<file path="src/rtl/lom_pkg.sv">
package lom_pkg;

  // Result kinds carried on the kind port.
  localparam logic [1:0] KIND_TRADE  = 2'd0;
  localparam logic [1:0] KIND_RESTED = 2'd1;
  localparam logic [1:0] KIND_FILLED = 2'd2;
  localparam logic [1:0] KIND_DROP   = 2'd3;

  // Order side codes.
  localparam logic SIDE_BUY  = 1'b0;
  localparam logic SIDE_SELL = 1'b1;

  // One resting order as stored in the book memory.
  typedef struct packed {
    logic        side;
    logic [7:0]  symbol;
    logic [15:0] quantity;
    logic [23:0] price;
    logic [7:0]  client;
  } slot_t;

  typedef enum logic [1:0] {
    ST_IDLE,
    ST_READ,
    ST_EVAL,
    ST_STATUS
  } state_t;

endpackage

</file>
<file path="src/rtl/lom_ram.sv">
module lom_ram #(
  parameter int WIDTH = 8,
  parameter int DEPTH = 16
) (
  input  logic                     clk,
  input  logic                     we,
  input  logic [$clog2(DEPTH)-1:0] waddr,
  input  logic [WIDTH-1:0]         wdata,
  input  logic [$clog2(DEPTH)-1:0] raddr,
  output logic [WIDTH-1:0]         rdata
);

  logic [WIDTH-1:0] mem [DEPTH];

  always_ff @(posedge clk) begin
    if (we) begin
      mem[waddr] <= wdata;
    end
    rdata <= mem[raddr];
  end

endmodule

</file>
<file path="src/rtl/limit_order_matcher.sv">
// Channel | Direction | Handshake          | Payload
// order   | in        | in_valid/in_stall  | side, symbol, quantity, limit_price, client_id
// result  | out       | out_valid/out_stall| kind, out_symbol, out_quantity, trade_price,
//         |           |                    | buyer_id, seller_id, last
//
// Each order is taken in by an accept state, then each resting slot gets a read and
// an evaluate state in turn (the book memory has one registered read port), and a
// status state closes the order.
// Reset (rst, synchronous) empties the book; the memory contents need no clearing,
// since only slots below the resting count are ever read.
// A trade beat that meets a stalled result register holds the scan in place; the
// order side is stalled whenever an order is in progress.
module limit_order_matcher #(
  parameter int BOOK_DEPTH = 16
) (
  input  logic        clk,
  input  logic        rst,
  input  logic        in_valid,
  output logic        in_stall,
  input  logic        side,
  input  logic [7:0]  symbol,
  input  logic [15:0] quantity,
  input  logic [23:0] limit_price,
  input  logic [7:0]  client_id,
  output logic        out_valid,
  input  logic        out_stall,
  output logic [1:0]  kind,
  output logic [7:0]  out_symbol,
  output logic [15:0] out_quantity,
  output logic [23:0] trade_price,
  output logic [7:0]  buyer_id,
  output logic [7:0]  seller_id,
  output logic        last
);
  import lom_pkg::*;

  localparam int AW = $clog2(BOOK_DEPTH);
  localparam int CW = $clog2(BOOK_DEPTH + 1);

  // Control registers.
  state_t        state, state_next;
  logic [CW-1:0] count, count_next;   // resting orders, oldest in slot zero
  logic [CW-1:0] idx, idx_next;       // slot being scanned
  logic [CW-1:0] wr, wr_next;         // compaction write pointer, never ahead of idx
  logic          out_valid_next;

  // The order being matched.
  logic        ord_side, ord_side_next;
  logic [7:0]  ord_symbol, ord_symbol_next;
  logic [15:0] rem, rem_next;
  logic [23:0] ord_limit, ord_limit_next;
  logic [7:0]  ord_client, ord_client_next;

  // Result register fields.
  logic [1:0]  kind_next;
  logic [7:0]  out_symbol_next;
  logic [15:0] out_quantity_next;
  logic [23:0] trade_price_next;
  logic [7:0]  buyer_id_next, seller_id_next;
  logic        last_next;

  // Book memory port signals.
  logic          we;
  logic [AW-1:0] waddr;
  slot_t         wdata, rdata;

  lom_ram #(
    .WIDTH ($bits(slot_t)),
    .DEPTH (BOOK_DEPTH)
  ) u_book (
    .clk   (clk),
    .we    (we),
    .waddr (waddr),
    .wdata (wdata),
    .raddr (idx[AW-1:0]),
    .rdata (rdata)
  );

  // The result register can take a new beat when empty or being drained.
  logic        out_free;
  logic        match, crosses;
  logic [15:0] trade_q, left_q;

  assign out_free = !out_valid || !out_stall;
  assign in_stall = (state != ST_IDLE);

  always_comb begin
    // A buy crosses when the resting ask is at or below its limit; a sell
    // crosses when the resting bid is at or above its limit.
    crosses = (ord_side == SIDE_BUY) ? (rdata.price <= ord_limit)
                                     : (rdata.price >= ord_limit);
    // Once the order is filled, the rest of the pass only compacts the book.
    match   = (rem != 16'd0) && (rdata.symbol == ord_symbol) &&
              (rdata.side != ord_side) && crosses;
    trade_q = (rdata.quantity < rem) ? rdata.quantity : rem;
    left_q  = match ? (rdata.quantity - trade_q) : rdata.quantity;
  end

  always_comb begin
    state_next        = state;
    count_next        = count;
    idx_next          = idx;
    wr_next           = wr;
    ord_side_next     = ord_side;
    ord_symbol_next   = ord_symbol;
    rem_next          = rem;
    ord_limit_next    = ord_limit;
    ord_client_next   = ord_client;
    out_valid_next    = out_valid && out_stall;
    kind_next         = kind;
    out_symbol_next   = out_symbol;
    out_quantity_next = out_quantity;
    trade_price_next  = trade_price;
    buyer_id_next     = buyer_id;
    seller_id_next    = seller_id;
    last_next         = last;
    we                = 1'b0;
    waddr             = wr[AW-1:0];
    wdata             = rdata;

    case (state)
      ST_IDLE: begin
        if (in_valid) begin
          ord_side_next   = side;
          ord_symbol_next = symbol;
          rem_next        = quantity;
          ord_limit_next  = limit_price;
          ord_client_next = client_id;
          idx_next        = '0;
          wr_next         = '0;
          state_next      = (count == '0) ? ST_STATUS : ST_READ;
        end
      end

      ST_READ: begin
        state_next = ST_EVAL;
      end

      ST_EVAL: begin
        // A trade waits here until the result register has room.
        if (!match || out_free) begin
          if (match) begin
            out_valid_next    = 1'b1;
            kind_next         = KIND_TRADE;
            out_symbol_next   = ord_symbol;
            out_quantity_next = trade_q;
            trade_price_next  = (ord_side == SIDE_BUY) ? rdata.price : ord_limit;
            buyer_id_next     = (ord_side == SIDE_BUY) ? ord_client : rdata.client;
            seller_id_next    = (ord_side == SIDE_BUY) ? rdata.client : ord_client;
            last_next         = 1'b0;
            rem_next          = rem - trade_q;
          end
          // Orders that still have shares slide down over any filled ones.
          if (left_q != 16'd0) begin
            we             = 1'b1;
            wdata.quantity = left_q;
            wr_next        = wr + CW'(1);
          end
          idx_next   = idx + CW'(1);
          state_next = (idx + CW'(1) == count) ? ST_STATUS : ST_READ;
        end
      end

      ST_STATUS: begin
        if (out_free) begin
          out_valid_next    = 1'b1;
          out_symbol_next   = ord_symbol;
          out_quantity_next = rem;
          trade_price_next  = '0;
          buyer_id_next     = (ord_side == SIDE_BUY) ? ord_client : 8'd0;
          seller_id_next    = (ord_side == SIDE_SELL) ? ord_client : 8'd0;
          last_next         = 1'b1;
          count_next        = wr;
          wdata.side        = ord_side;
          wdata.symbol      = ord_symbol;
          wdata.quantity    = rem;
          wdata.price       = ord_limit;
          wdata.client      = ord_client;
          if (rem == 16'd0) begin
            kind_next = KIND_FILLED;
          end else if (wr < CW'(BOOK_DEPTH)) begin
            kind_next  = KIND_RESTED;
            we         = 1'b1;
            count_next = wr + CW'(1);
          end else begin
            kind_next = KIND_DROP;
          end
          state_next = ST_IDLE;
        end
      end

      default: begin
        state_next = ST_IDLE;
      end
    endcase
  end

  always_ff @(posedge clk) begin
    if (rst) begin
      state     <= ST_IDLE;
      count     <= '0;
      idx       <= '0;
      wr        <= '0;
      out_valid <= 1'b0;
    end else begin
      state     <= state_next;
      count     <= count_next;
      idx       <= idx_next;
      wr        <= wr_next;
      out_valid <= out_valid_next;
    end
  end

  // The result symbol is registered with the rest of the beat, so a stalled
  // status beat keeps its symbol while the next order is taken in.
  always_ff @(posedge clk) begin
    ord_side     <= ord_side_next;
    ord_symbol   <= ord_symbol_next;
    rem          <= rem_next;
    ord_limit    <= ord_limit_next;
    ord_client   <= ord_client_next;
    kind         <= kind_next;
    out_symbol   <= out_symbol_next;
    out_quantity <= out_quantity_next;
    trade_price  <= trade_price_next;
    buyer_id     <= buyer_id_next;
    seller_id    <= seller_id_next;
    last         <= last_next;
  end

  // The book never holds more orders than it has slots.
  a_count_bound: assert property (@(posedge clk) disable iff (rst)
    count <= CW'(BOOK_DEPTH))
    else $error("resting count exceeds book depth");

  // Compaction never writes a slot that has not been read yet.
  a_wr_behind: assert property (@(posedge clk) disable iff (rst)
    (state == ST_EVAL) |-> (wr <= idx) && (idx < count))
    else $error("compaction pointer ahead of scan");

  // Only the status beat returns the block to idle.
  a_status_last: assert property (@(posedge clk) disable iff (rst)
    (state == ST_STATUS) && (state_next == ST_IDLE) |=> out_valid && last)
    else $error("order finished without a status beat");

endmodule
</file>
<file path="config.mk">
export PLATFORM = sky130hd
export DESIGN_NAME = limit_order_matcher
export DESIGN_NICKNAME = d
export VERILOG_FILES = /design/src/rtl/lom_pkg.sv /design/src/rtl/lom_ram.sv /design/src/rtl/limit_order_matcher.sv
export SDC_FILE = /design/constraint.sdc
export NUM_CORES = 1
export LEC_CHECK = 0
export BUFFER_PORTS_ARGS = -buffer_cell sky130_fd_sc_hd__buf_2
export CAP_MARGIN = 20
export CELL_PAD_IN_SITES_DETAIL_PLACEMENT = 0
export CELL_PAD_IN_SITES_GLOBAL_PLACEMENT = 2
export CORE_ASPECT_RATIO = 1.1
export CORE_MARGIN = 3
export CORE_UTILIZATION = 43
export DETAILED_ROUTE_END_ITERATION = 8
export PLACE_DENSITY_LB_ADDON = 0.1
export RECOVER_POWER = 100
export SLEW_MARGIN = 5
export SYNTH_ARGS = -nofsm -noshare
export SYNTH_HDL_FRONTEND = slang
export SYNTH_SLANG_ARGS = --single-unit
</file>
<file path="constraint.sdc">
create_clock -name clk -period 15.5 [get_ports clk]
set_input_delay 3.1 -clock clk [delete_from_list [all_inputs] [get_ports clk]]
set_output_delay 3.1 -clock clk [all_outputs]
set_load 0.01 [all_outputs]
</file>
* Word-level counts from Yosys, hierarchy flattened
Memories as Yosys holds them, arrays and structs flattened. A register that Yosys moved wholly into a read port is not among the register bits. Cells that the tools add are included.
Cells by class: $add $sub $neg 4, multiply operators 0, divide/modulo/power cells 0, order comparisons 4, eq/ne operators 11, shift-type cells 0, multiplexer cells 74, bitwise logic cells 0, reduce and logical (&&, ||, !) cells 24
Operators with widths (number):
- 2-to-1 mux 16 bit | 10
- 2-to-1 mux 8 bit | 13
- 2-to-1 mux 24 bit | 4
- one-hot mux 16 bit (2 select lines) | 3
- 2-to-1 mux 57 bit | 1
- one-hot mux 24 bit (2 select lines) | 1
- one-hot mux 8 bit (2 select lines) | 3
- 2-to-1 mux 32 bit | 1
- nonzero test 16 bit | 2
- subtractor 16 bit | 2
- 2-to-1 mux 5 bit | 6
- greater-or-equal comparator 24 bit | 1
- less-or-equal comparator 24 bit | 1
- 2-to-1 mux 2 bit | 10
- one-hot mux 5 bit (2 select lines) | 2
- zero test 16 bit | 1
- < comparator 16 bit | 1
- 2-to-1 mux 1 bit | 14
- AND reduction 4 bit | 3
- adder 5 x 1 -> 5 bit, second input constant | 2
- inequality test 2 bit, second input constant | 5
- 2-to-1 mux 9 bit | 1
- == test 8 bit | 1
- one-hot mux 2 bit (4 select lines) | 1
- other kinds (15) | 28
Storage, ports and cells: flip-flop bits (word level) 142, latch bits 0, memory bits (writable) 912, memory bits (read-only) 0, input bits 61, output and inout bits 69, word-level logic and storage cells 135, memories kept 1
Memories:
- u_book.mem | words 16, bits a word 57, read ports 1, clocked after Yosys merged registers in 1, wr ports 1, line lom_ram.sv:13 | logic [WIDTH-1:0] mem [DEPTH];

* Longest topological paths before layout
depth after elaboration 11, depth in mapped cells 30, gate-level depth less buffers 22

* Modules after synthesis
A second synthesis with hierarchy kept.
Second synthesis, totals: cell total of the unflattened synthesis 2581, area, all modules 45164.6 um^2
Modules (own cells, without submodules):
- lom_ram | instances 1, cells each 1470, area each 35251.3 um^2, seq. area each 28527.4 um^2
- limit_order_matcher | instances 1, cells each 1111, area each 9913.3 um^2, seq. area each 4083.9 um^2

* Worst setup path after synthesis
OpenSTA, ideal clock, no wires.
path type register to register, start point register rem[9], end point memory u_book.mem[3][0] (netlist bit) (enable), setup time 542 ps, arrival 9690 ps, required time 14958 ps, path slack 5268 ps, cell stages (with the launch flop) 27, path buffers 6, clock period less this slack 10232 ps, cells stage by stage edfxtp_1 clkbuf_1 inv_1 ha_1 a21o_1 a221o_1 a21o_1 clkbuf_1 nor2_2 buf_2 buf_2 clkbuf_1 clkbuf_1 o21ai_0 ha_1 nor2b_1 o21ai_0 a2111oi_0 nor2_1 or4_1 o21a_2 o41ai_1 nor3b_2 nand3_2 o21a_4 o21ai_1 nor3_1
On the way: word-level cells in the longest chain between the ends 11, elaborated cells on any way between the ends 19, classes of those cells add/sub: 1; order compare: 1; mux: 9; reduce/logical: 8
Ends and longest elaborated chain:
- start, declared | line limit_order_matcher.sv:50 | logic [15:0] rem, rem_next;
- start signal, assigned | line limit_order_matcher.sv:219 | rem <= rem_next;
- branches (longest 8 deep; another with < comparator 16 bit)
- one-hot mux 1 bit (2 select lines) * | line limit_order_matcher.sv:121 | case (state)
- 2-to-1 mux 1 bit * | line lom_ram.sv:16 | if (we) begin
- 2-to-1 mux 1 bit (implied by the code) * | line lom_ram.sv:17 | mem[waddr] <= wdata;
- end, declared | line lom_ram.sv:13
Every way passes the cells marked *.

* Worst setup path after layout
start point register rem[11], end point memory u_book.mem[12][35] (netlist bit) (enable)
Same word-level chain as after synthesis.

==> flow_metrics.tcl <==
set metrics [dict create \
    status "complete, but fails checks" \
    violations "max-capacitance violations, max-slew violations" \
    io-pin-count 130 \
    setup_viol 0 \
    clk_pin_slew_ns 0.06 \
    core_area_um2 104000 \
    ys.flop_type "edfxtp_1" \
    maxSlewHeadroom_pct -558 \
    layout-drive-gt1-share_pct 20.5 \
    clockBufferDepth 3 \
    powerDensity_nw_per_um2 193 \
    grt_pass1_wl_mm 170 \
    firstDrtPassIters 7 \
    leakage_nw 16.5 \
    synth_warnings 0 \
    avgSynthCellArea_um2 18.3 \
    overflow 0 \
    ir_drop_mv 0.106 \
    cts_resized 0 \
    synth.distinct_cells 96 \
    yosysTopAreaCell "edfxtp_1" \
    crit_required_ns 15.80 \
    die_h_um 347 \
    fin_util_pct 49.4 \
    fin_tns_setup_ns 0 \
    hold_viol_final 0 \
    drv_cap 16 \
    layout_commonest_cell "edfxtp_1" \
    root_buffer "clkbuf_16" \
    ys_ff_latch 1111 \
    postLayoutCellArea_um2 51500 \
    reg2reg_from "rem[11]" \
    insertion_delay_ns 0.68 \
    syn_to_final_growth_pct 13.2 \
    crit_path_end "u_book.mem[12][35]" \
    remaining_drc_errors 0 \
    crit_arrival_ns 11.39 \
    stdcell_count 4177 \
    cts_made_buffers 112 \
    layout_common_cells "1036 x edfxtp_1, 285 x mux4_2, 158 x nand2_1, 158 x clkbuf_1, 113 x clkbuf_16" \
    reg2reg_slack_ns 4.41 \
    crit_start "rem[11]" \
    yosysSeqAreaShare_pct 71.6 \
    post_cts_buffers 0 \
    min_period_over_period_pct 71.6 \
    placed_cell_area_um2 48200 \
    antenna_found_initial 1 \
    drt-total-wl_mm 116 \
    portBuffers 129 \
    vias 23957 \
    dieArea_um2 110000 \
    slew_violations 631 \
    initial_core_util_pct 43.6 \
    endpoint_kind "register" \
    ff2ff_path_depth 24 \
    synth_area_leaders "edfxtp_1 68%, mux4_2 14%, dfxtp_1 3.3%" \
    period_needed_ns 11.09 \
    wire_per_inst_um 27.7 \
    track_usage_pct 21.2 \
    detail_route.vias_per_cell 5.74 \
    syn_nets 2617 \
    worstMarginPinSlew_ns 9.87 \
    dp.cells 3954 \
    grt_max_degree 147 \
    fmax_mhz 90.2 \
    synth_edf_count 1036 \
    std_cell_rows 124 \
    crit_type "register to register" \
    crit_fanout 53 \
    hold_class "register to register" \
    cts_tree "done" \
    nets 2816 \
    syn-cell-area_um2 45500 \
    async_flop_share_pct 0 \
    start_kind "register" \
    place.gp.congestion 0.854 \
    rsz0062_at_grt "false" \
    clock_sinks 1111 \
    postCtsHoldBufs 0 \
    die_w_um 316 \
    r2r_end "u_book.mem[12][35]" \
    synth.top_cell.area_share_pct 68.3 \
    dp_hpwl_mm 68.2 \
    syn_inst 2494 \
    grt_pass1_vias 24891 \
    skew_ns 0.0239 \
    htreeDepth 3 \
    dr.first_iter.drc_count 2089 \
    antenna_left 0 \
]
==> synthesized netlist by cell type (6+ instances only) <==
cell,instances
xnor2_1,15
o21a_1,8
ha_1,60
mux4_2,285
nor2_1,112
nand3b_1,7
nor2b_1,14
o211ai_1,7
and2_1,8
buf_2,7
dfxtp_1,75
o21ai_0,103
clkbuf_1,105
nor3_1,27
a21oi_1,75
and4_1,6
nand3_1,23
a31oi_1,8
edfxtp_1,1036
nor4_1,11
nand4_1,11
o21ai_1,9
o22ai_1,13
inv_1,74
a21o_1,12
buf_1,20
a211oi_1,19
nand2b_1,14
a222oi_1,6
mux2i_1,29
nand2_1,157
xor2_1,25
==> layout make-up <==
type	count	area, µm²
repair buffers	221	1070
well taps	1386	1730
flip-flops and latches	1111	32600
fillers	8684	52900
multi-input cells	1173	12100
inverters	74	278
diodes	1	2.50
clock inverters	70	754
clock buffers	141	2960
==> metal layers <==
metal  vias to the layer above  wire length [µm]  GRT usage (%)  part of all wire [%]
li1                      10484                 -              -                     -
met1                     12644             49600           29.6                    43
met2                       673             57800           35.4                    50
met3                       154              5760           2.83                   5.0
met4                         2              2620           5.67                   2.3
met5                         -                13              0                 0.011
==> worst min-delay path by stage <==
stage,from,end,cells past startpoint
final,count[4],count[4],2
after global routing,ord_symbol[1],out_symbol[1],0
after CTS,count[4],count[4],2
after detailed placement,count[4],count[4],2
after global placement,ord_symbol[0],out_symbol[0],0
after floorplan,count[4],count[4],2
==> worst max-delay path, cell delays in order, from the launching register on <==
cell and delay [ns]:
edfxtp_1 0.52, inv_1 0.18, ha_1 0.33, and2_0 0.28
a221o_1 0.44, a21o_1 0.34, nor2_1 0.20, clkbuf_1 1.80
nand2_1 0.09, o21ai_0 0.28, ha_1 0.24, nor2b_1 0.07
or2_2 0.30, a21o_1 0.20, and4_1 0.20, a311o_1 0.35
a31oi_1 0.28, o21ai_0 0.23, mux2i_1 0.17, a211oi_1 0.31
nand3b_2 0.20, o21a_1 0.62, o21ai_0 0.43, nor2_1 1.72
buf_4 0.85
==> registers in the layout (all words and copies together), names as in the netlist <==
| name | count |
|---|---|
| state | 2 |
| count | 5 |
| out_symbol | 8 |
| wr | 5 |
| seller_id | 8 |
| out_quantity | 16 |
| rem | 16 |
| idx | 5 |
| ord_limit | 24 |
| buyer_id | 8 |
| ord_symbol | 8 |
| ord_side | 1 |
| ord_client | 8 |
| kind | 2 |
| u_book.mem | 912 |
| u_book.rdata | 57 |
| out_valid | 1 |
| trade_price | 24 |
| last | 1 |
==> where the power goes <==
part           internal [W]  total (W)  leakage, nW  switching (W)
Sequential          0.00397    0.00417         10.0       0.000199
Combinational       0.00107    0.00306         4.71        0.00199
Clock               0.00160    0.00273         1.81        0.00113
==> logic make-up after synthesis <==
group	count (synthesis)	share of synthesized area, %
buf+inv	210	1.80
simple gates	424	4.39
compound gates	326	4.76
fa+ha+maj	66	1.82
flops	1111	71.6
xor+xnor	40	0.770
mux	317	14.8
==> per-stage QoR <==
stage / setup slack, ns / power [W] / hold slack, ns
final: 4.41 / 0.00996 / 0.485
after global routing: 3.50 / 0.0105 / 0.524
after CTS: 7.31 / 0.0101 / 0.486
after detailed placement: 7.35 / 0.00734 / 0.479
after global placement: 7.43 / 0.00732 / 0.482
after floorplan: 5.27 / 0.00624 / 0.453
Power figures use the tool's default switching activity.
